**src/rtl/cte_pkg.sv**
```systemverilog
package cte_pkg;

  localparam logic [2:0] CMD_LOOKUP  = 3'd0;
  localparam logic [2:0] CMD_CHECK   = 3'd1;
  localparam logic [2:0] CMD_ADD     = 3'd2;
  localparam logic [2:0] CMD_DELETE  = 3'd3;
  localparam logic [2:0] CMD_SET_PIN = 3'd4;
  localparam logic [2:0] CMD_BLOCK   = 3'd5;
  localparam logic [2:0] CMD_UNBLOCK = 3'd6;

  localparam logic [1:0] ST_OK        = 2'd0;
  localparam logic [1:0] ST_NOT_FOUND = 2'd1;
  localparam logic [1:0] ST_FULL      = 2'd2;
  localparam logic [1:0] ST_BAD_INDEX = 2'd3;

  typedef struct packed {
    logic [63:0] id;
    logic [31:0] pin;
    logic        admin;
    logic        blocked;
  } entry_t;

  typedef struct packed {
    logic [1:0] status;
    logic [3:0] found_index;
    logic       pin_match;
    logic       is_admin;
    logic       is_blocked;
  } rsp_t;

endpackage

```
**src/rtl/credential_table_engine.sv**
```systemverilog
// Channel   Handshake               Payload
// request   req_valid / req_ready   command, user_id, pin_code, entry_index,
//                                   admin_flag, blocked_flag
// response  rsp_valid / rsp_ready   status, found_index, pin_match, is_admin,
//                                   is_blocked, entry_count
//
// One request is in progress at a time; the entry memory has one read and one write port.
// Add, unused commands and rejected requests go straight to the response; check, set_pin,
// block and unblock first read the indexed entry; lookup reads entries from index 0 up to
// a match or the last live entry; delete then shifts each later entry down, one per cycle.
// Reset clears the live count, the sequencer state and rsp_valid; entry contents are undefined until written.
// A stalled response sits in the output register while the next request is accepted.
module credential_table_engine #(
  parameter int MAX_ENTRIES = 16
) (
  input  logic        clk,
  input  logic        rst,
  input  logic        req_valid,
  output logic        req_ready,
  input  logic [2:0]  command,
  input  logic [63:0] user_id,
  input  logic [31:0] pin_code,
  input  logic [3:0]  entry_index,
  input  logic        admin_flag,
  input  logic        blocked_flag,
  output logic        rsp_valid,
  input  logic        rsp_ready,
  output logic [1:0]  status,
  output logic [3:0]  found_index,
  output logic        pin_match,
  output logic        is_admin,
  output logic        is_blocked,
  output logic [4:0]  entry_count
);
  import cte_pkg::*;

  localparam int AW = (MAX_ENTRIES > 1) ? $clog2(MAX_ENTRIES) : 1;
  localparam int CW = $clog2(MAX_ENTRIES + 1);

  logic          res_valid;
  logic          res_ready;
  rsp_t          res;
  logic [4:0]    res_count;
  logic          mem_we;
  logic [AW-1:0] mem_waddr;
  entry_t        mem_wdata;
  logic [AW-1:0] mem_raddr;
  entry_t        mem_rdata;
  rsp_t          out_q;

  cte_mem #(
    .DEPTH (MAX_ENTRIES),
    .AW    (AW)
  ) u_mem (
    .clk   (clk),
    .we    (mem_we),
    .waddr (mem_waddr),
    .wdata (mem_wdata),
    .raddr (mem_raddr),
    .rdata (mem_rdata)
  );

  cte_seq #(
    .MAX_ENTRIES (MAX_ENTRIES),
    .AW          (AW),
    .CW          (CW)
  ) u_seq (
    .clk          (clk),
    .rst          (rst),
    .req_valid    (req_valid),
    .req_ready    (req_ready),
    .command      (command),
    .user_id      (user_id),
    .pin_code     (pin_code),
    .entry_index  (entry_index),
    .admin_flag   (admin_flag),
    .blocked_flag (blocked_flag),
    .res_valid    (res_valid),
    .res_ready    (res_ready),
    .res          (res),
    .res_count    (res_count),
    .mem_we       (mem_we),
    .mem_waddr    (mem_waddr),
    .mem_wdata    (mem_wdata),
    .mem_raddr    (mem_raddr),
    .mem_rdata    (mem_rdata)
  );

  assign res_ready = !rsp_valid || rsp_ready;

  always_ff @(posedge clk) begin
    if (rst) begin
      rsp_valid <= 1'b0;
    end else if (res_valid && res_ready) begin
      rsp_valid <= 1'b1;
    end else if (rsp_ready) begin
      rsp_valid <= 1'b0;
    end
  end

  always_ff @(posedge clk) begin
    if (res_valid && res_ready) begin
      out_q       <= res;
      entry_count <= res_count;
    end
  end

  assign status      = out_q.status;
  assign found_index = out_q.found_index;
  assign pin_match   = out_q.pin_match;
  assign is_admin    = out_q.is_admin;
  assign is_blocked  = out_q.is_blocked;

endmodule

```
**src/rtl/cte_mem.sv**
```systemverilog
module cte_mem #(
  parameter int DEPTH = 16,
  parameter int AW = 4
) (
  input  logic             clk,
  input  logic             we,
  input  logic [AW-1:0]    waddr,
  input  cte_pkg::entry_t  wdata,
  input  logic [AW-1:0]    raddr,
  output cte_pkg::entry_t  rdata
);
  import cte_pkg::*;

  entry_t mem [DEPTH];

  always_ff @(posedge clk) begin
    if (we) begin
      mem[waddr] <= wdata;
    end
  end

  always_ff @(posedge clk) begin
    rdata <= mem[raddr];
  end

endmodule

```
**src/rtl/cte_seq.sv**
```systemverilog
module cte_seq #(
  parameter int MAX_ENTRIES = 16,
  parameter int AW = 4,
  parameter int CW = 5
) (
  input  logic             clk,
  input  logic             rst,
  input  logic             req_valid,
  output logic             req_ready,
  input  logic [2:0]       command,
  input  logic [63:0]      user_id,
  input  logic [31:0]      pin_code,
  input  logic [3:0]       entry_index,
  input  logic             admin_flag,
  input  logic             blocked_flag,
  output logic             res_valid,
  input  logic             res_ready,
  output cte_pkg::rsp_t    res,
  output logic [4:0]       res_count,
  output logic             mem_we,
  output logic [AW-1:0]    mem_waddr,
  output cte_pkg::entry_t  mem_wdata,
  output logic [AW-1:0]    mem_raddr,
  input  cte_pkg::entry_t  mem_rdata
);
  import cte_pkg::*;

  localparam logic [2:0] S_IDLE = 3'd0;
  localparam logic [2:0] S_SCAN = 3'd1;
  localparam logic [2:0] S_IDX  = 3'd2;
  localparam logic [2:0] S_DEL  = 3'd3;
  localparam logic [2:0] S_DONE = 3'd4;

  logic [2:0]    state, state_next;
  logic [AW-1:0] ptr, ptr_next;
  logic [CW-1:0] count, count_next;
  rsp_t          rsp, rsp_next;
  logic [2:0]    cmd;
  logic [63:0]   uid;
  logic [31:0]   pin;
  logic          idx_ok;

  assign req_ready = (state == S_IDLE);
  assign res_valid = (state == S_DONE);
  assign res       = rsp;
  assign res_count = 5'(count);
  assign idx_ok    = 32'(entry_index) < 32'(count);

  always_comb begin
    state_next = state;
    ptr_next   = ptr;
    count_next = count;
    rsp_next   = rsp;
    mem_we     = 1'b0;
    mem_waddr  = ptr;
    mem_wdata  = mem_rdata;
    mem_raddr  = ptr;
    case (state)
      S_IDLE: begin
        if (req_valid) begin
          rsp_next   = '0;
          state_next = S_DONE;
          case (command)
            CMD_LOOKUP: begin
              if (count == '0) begin
                rsp_next.status = ST_NOT_FOUND;
              end else begin
                ptr_next   = '0;
                mem_raddr  = '0;
                state_next = S_SCAN;
              end
            end
            CMD_ADD: begin
              if (32'(count) >= MAX_ENTRIES) begin
                rsp_next.status = ST_FULL;
              end else begin
                mem_we                 = 1'b1;
                mem_waddr              = AW'(count);
                mem_wdata              = '{id: user_id, pin: pin_code,
                                           admin: admin_flag, blocked: blocked_flag};
                count_next             = count + 1'b1;
                rsp_next.found_index   = 4'(count);
                rsp_next.is_admin      = admin_flag;
                rsp_next.is_blocked    = blocked_flag;
              end
            end
            CMD_CHECK, CMD_DELETE, CMD_SET_PIN, CMD_BLOCK, CMD_UNBLOCK: begin
              if (!idx_ok) begin
                rsp_next.status = ST_BAD_INDEX;
              end else begin
                ptr_next   = AW'(entry_index);
                mem_raddr  = AW'(entry_index);
                state_next = S_IDX;
              end
            end
            default: begin
            end
          endcase
        end
      end
      S_SCAN: begin
        if (mem_rdata.id == uid) begin
          rsp_next.found_index = 4'(ptr);
          rsp_next.is_admin    = mem_rdata.admin;
          rsp_next.is_blocked  = mem_rdata.blocked;
          state_next           = S_DONE;
        end else if (32'(ptr) + 1 >= 32'(count)) begin
          rsp_next.status = ST_NOT_FOUND;
          state_next      = S_DONE;
        end else begin
          ptr_next  = ptr + 1'b1;
          mem_raddr = ptr + 1'b1;
        end
      end
      S_IDX: begin
        rsp_next.is_admin   = mem_rdata.admin;
        rsp_next.is_blocked = mem_rdata.blocked;
        state_next          = S_DONE;
        case (cmd)
          CMD_CHECK: begin
            rsp_next.pin_match = (mem_rdata.pin == pin);
          end
          CMD_SET_PIN: begin
            mem_we        = 1'b1;
            mem_wdata.pin = pin;
          end
          CMD_BLOCK: begin
            mem_we              = 1'b1;
            mem_wdata.blocked   = 1'b1;
            rsp_next.is_blocked = 1'b1;
          end
          CMD_UNBLOCK: begin
            mem_we              = 1'b1;
            mem_wdata.blocked   = 1'b0;
            rsp_next.is_blocked = 1'b0;
          end
          CMD_DELETE: begin
            if (32'(ptr) + 1 < 32'(count)) begin
              mem_raddr  = ptr + 1'b1;
              state_next = S_DEL;
            end else begin
              count_next = count - 1'b1;
            end
          end
          default: begin
          end
        endcase
      end
      S_DEL: begin
        mem_we    = 1'b1;
        mem_waddr = ptr;
        ptr_next  = ptr + 1'b1;
        if (32'(ptr) + 2 < 32'(count)) begin
          mem_raddr = AW'(32'(ptr) + 2);
        end else begin
          count_next = count - 1'b1;
          state_next = S_DONE;
        end
      end
      S_DONE: begin
        if (res_ready) begin
          state_next = S_IDLE;
        end
      end
      default: begin
        state_next = S_IDLE;
      end
    endcase
  end

  always_ff @(posedge clk) begin
    if (rst) begin
      state <= S_IDLE;
      count <= '0;
    end else begin
      state <= state_next;
      count <= count_next;
    end
  end

  always_ff @(posedge clk) begin
    ptr <= ptr_next;
    rsp <= rsp_next;
    if (req_valid && req_ready) begin
      cmd <= command;
      uid <= user_id;
      pin <= pin_code;
    end
  end

  a_count_range: assert property (@(posedge clk) disable iff (rst)
    32'(count) <= MAX_ENTRIES)
    else $error("live count above table size");

  a_write_in_table: assert property (@(posedge clk) disable iff (rst)
    mem_we |-> (32'(mem_waddr) <= 32'(count)) && (32'(mem_waddr) < MAX_ENTRIES))
    else $error("write outside the live entries");

  a_count_step: assert property (@(posedge clk) disable iff (rst)
    (!$past(rst) && !$stable(count)) |->
      (count == $past(count) + 1'b1) || (count == $past(count) - 1'b1))
    else $error("live count moved by more than one");

  a_one_at_a_time: assert property (@(posedge clk) disable iff (rst)
    (req_valid && req_ready) |=> !req_ready)
    else $error("second request taken while one is in progress");

endmodule

```
**config.mk**
```make
export PLATFORM = sky130hd
export DESIGN_NAME = credential_table_engine
export DESIGN_NICKNAME = d
export VERILOG_FILES = /design/src/rtl/cte_pkg.sv /design/src/rtl/credential_table_engine.sv /design/src/rtl/cte_mem.sv /design/src/rtl/cte_seq.sv
export SDC_FILE = /design/constraint.sdc
export NUM_CORES = 2
export LEC_CHECK = 0
export ABC_AREA = 0
export BUFFER_PORTS_ARGS = -buffer_cell sky130_fd_sc_hd__buf_2
export CAP_MARGIN = 10
export CORE_UTILIZATION = 45
export CTS_CLUSTER_SIZE = 28
export DETAILED_ROUTE_END_ITERATION = 8
export REMOVE_ABC_BUFFERS = 1
export SLEW_MARGIN = 10
export SYNTH_ARGS = -nofsm -noshare
export SYNTH_HDL_FRONTEND = slang
export SYNTH_SLANG_ARGS = --single-unit
```
**constraint.sdc**
```tcl
create_clock -name clk -period 26.6 [get_ports clk]
set_input_delay 1.33 -clock clk [delete_from_list [all_inputs] [get_ports clk]]
set_output_delay 1.33 -clock clk [all_outputs]
set_load 0.01 [all_outputs]
```
==> summary.md <==
| Metric | Value |
|---|---|
| Ys Warns | `0` |
| Top FF cell, synth | `edfxtp_1` |
| Routed wl met3 | `15540 um` |
| Post-synthesis cell count | `4334` |
| Worst Tran Pin Value | `1183 ps` |
| Largest net degree at the start of global routing | `139` |
| Worst hold slack | `425.7 ps` |
| Area fraction of the dominant cell type after synthesis | `71.48%` |
| Top Ports | `125` |
| FILL cells | `12754` |
| Slew headroom | `20.47%` |
| Avg Cell Area, Syn | `16.42 sq um` |
| Critical path, cell by cell | `ha_1 -> nand2_1 -> xnor2_1 -> ha_1 -> a21o_1 -> a21oi_1 -> nand3_1 -> nor2_1 -> nand2_1 -> o211ai_1 -> a221o_4 -> buf_4 -> buf_4 -> buf_4 -> mux4_2 -> a32oi_1 -> o211ai_2` |
| Register area share after synthesis | `74.49%` |
| Post-route DRC | `0` |
| Ratio of cells with drive above 1 in the final layout | `17.09%` |
| H-tree levels | `4` |
| Min Tclk post-route | `7280 ps` |
| Clock slew at reported path FFs | `60 ps` |
| Worst path bufs/invs | `3` |
| Cell area after placement | `0.07394 sq mm` |
| DRT antenna net count | `0` |
| Die area | `0.1597 sq mm` |
| Worst Setup End Kind | `register` |
| Sink Count | `1801` |
| Leading cell types in the layout, fill and taps excluded | `edfxtp_1, nand2_1, inv_1, nand4_1, o211ai_1` |
| Global-route wire length before repair | `276000 um` |
| Post-synth EDFFs | `1694` |
| Met1 wire length | `81860 um` |
| Post-Syn Area | `0.07116 sq mm` |
| Peak Freq | `0.1374 GHz` |
| PostCTS Resize Cnt | `0` |
| CP peak stage delay | `860 ps` |
| Leakage | `26.46 nW` |
| Finished layout cell area | `0.07983 sq mm` |
| # port buffers | `124` |
| Slew Limit Fails | `0` |
| Most used cell, CP | `buf_4` |
| Final setup vio count | `0` |
| Layout Utilization | `50.98%` |
| Top area cells in the synthesized netlist | `edfxtp_1, mux4_2, nand2_1` |
| GRT Total Usage | `23.92%` |
| Area grow syn2layout | `12.18%` |
| WP data arrival | `7930 ps` |
| Clock root cell | `clkbuf_16` |
| Fin. Hold Viols | `0` |
| Die H | `399.7 um` |
| Vias in the first global route | `39426` |
| Post-synthesis sequential element count | `1801` |
| VDD IR-drop max | `0.1231 mV` |
| TritonCTS buffer count | `183` |
| DR pass1 iterations | `6` |
| RSZ-0062 raised after global routing | `no` |
| Core area | `0.1566 sq mm` |
| Setup_tns | `0 ps` |
| Routed Wire Length | `191300 um` |
| Critical path launch point type | `register` |
| Initial Util | `45.45%` |
| Period utilisation layout | `27.37%` |
| Fraction of registers with async set/reset | `0%` |
| Via density | `6.111` |
| Placed cell count | `6289` |
| CTS tree | `yes` |
| FF/Latch Area | `0.05301 sq mm` |
| Hold-fix buffers, CTS | `0` |
| Slowest stage cell, crit path | `buf_4` |
| Non-filler cells, final | `6629` |
| Max Cap Viol | `0` |
| Clock Skews | `27.60 ps` |
| Distinct cell type count after synthesis | `66` |
| Routed wl met2 | `89080 um` |
| Worst skew pair latency | `820 ps` |
| Drt wl/cell | `28.86 um` |
| Vias | `40512` |
| Yosys top cell by area | `edfxtp_1` |
| Final #Nets | `4544` |
| Worst endpoint required time | `27250 ps` |
| Max Used Layer | `met5` |
| Grt ovf | `0` |
| Commonest non-fill, non-tap cell in the layout | `edfxtp_1` |
| Status | `complete, no violations` |
| Power density cells | `121.3 mW/mm^2` |
| Initial antenna violation count | `11` |
| Multi-input gate area | `0.01615 sq mm` |
| CP top delay family | `buffers and inverters` |
| # diodes | `0` |
| Row cnt | `145` |
| Clock Path Buffers | `3` |
| Die Width | `399.7 um` |
| HP Class | `reg -> reg` |
| Crit path kind | `reg -> reg` |
| Drt initial violations | `4548` |
| Dpl hpwl | `88120 um` |
| Number of setup buffers added after CTS | `0` |
| CP max FO | `67` |
| GP Congestion | `0.8413` |
[synthesized netlist by cell type (all sizes together), types with 20 or more instances]
| library cell | instances |
|---|---|
| nor2 | 45 |
| a32oi | 101 |
| o211ai | 294 |
| clkbuf | 176 |
| nand3 | 20 |
| xnor2 | 97 |
| a21oi | 121 |
| nand2 | 626 |
| mux4 | 195 |
| buf | 119 |
| inv | 243 |
| edfxtp | 1694 |
| nand4 | 218 |
| a32o | 97 |
| a222oi | 32 |
| dfxtp | 107 |
[stage by stage]
| step | total power, mW | setup WS [ps] |
|---|---|---|
| after global placement | 7.183 | 19060 |
| final | 9.682 | 19320 |
| after floorplan | 6.784 | 7800 |
| after CTS | 9.743 | 19410 |
| after global routing | 10.12 | 18880 |
| after detailed placement | 7.221 | 19390 |
[path summary, 6_finish.rpt]
check	from	endpoint	slack, ps	cells after the start
setup / recovery	u_seq.ptr[1]$_DFFE_PP_	u_mem.rdata[63]$_DFF_P_	19320	17
hold reg to reg	u_seq.res[5]$_DFFE_PP_	found_index[2]$_DFFE_PP_	430	0
hold / removal	u_seq.res[5]$_DFFE_PP_	found_index[2]$_DFFE_PP_	430	0
setup reg to reg	u_seq.ptr[1]$_DFFE_PP_	u_mem.rdata[63]$_DFF_P_	19320	17
[where the power goes]
group / leakage (nW) / internal (mW) / switching [mW]
Clock: 2.87 / 1.44 / 1.08
Sequential: 16.3 / 3.66 / 0.104
Combinational: 7.32 / 1.18 / 2.21
Total: 26.5 / 6.28 / 3.40
[per-layer routing]
layer / track usage, % / vias to the layer above
li1: - / 17293
met1: 34.68 / 21148
met2: 37.16 / 1762
met3: 4.347 / 307
met4: 6.591 / 2
met5: 0 / -
[state kept, by name, indices dropped and copies added, names as in the netlist]
signal           count
found_index          4
u_seq.ptr            4
is_admin             1
pin_match            1
u_seq.uid           64
u_seq.cmd            3
status               2
entry_count          5
u_seq.res_count      5
u_mem.mem         1568
rsp_valid            1
u_seq.res            9
is_blocked           1
u_seq.state          3
u_seq.pin           32
u_mem.rdata         98
[area by class of cell]
| cell class | instances | share of cell area (%) |
|---|---|---|
| Inverter | 243 | 1.149 |
| Clock inverter | 73 | 0.9749 |
| Multi-Input combinational cell | 1995 | 20.23 |
| Clock buffer | 267 | 6.398 |
| Sequential cell | 1801 | 66.41 |
| Timing Repair Buffer | 192 | 1.618 |
| Tap cell | 2058 | 3.226 |
[cell families after synthesis]
group,Yosys count,share of synthesized area (%)
AO/OA/AOI/OAI,711,8.405
XOR/XNOR,106,1.305
adder cells (fa/ha/maj),19,0.3446
buffers and inverters,538,3.170
flip-flops,1801,74.49
multiplexers,197,6.200
AND/OR/NAND/NOR,962,6.082
Power figures use the tool's default switching activity.
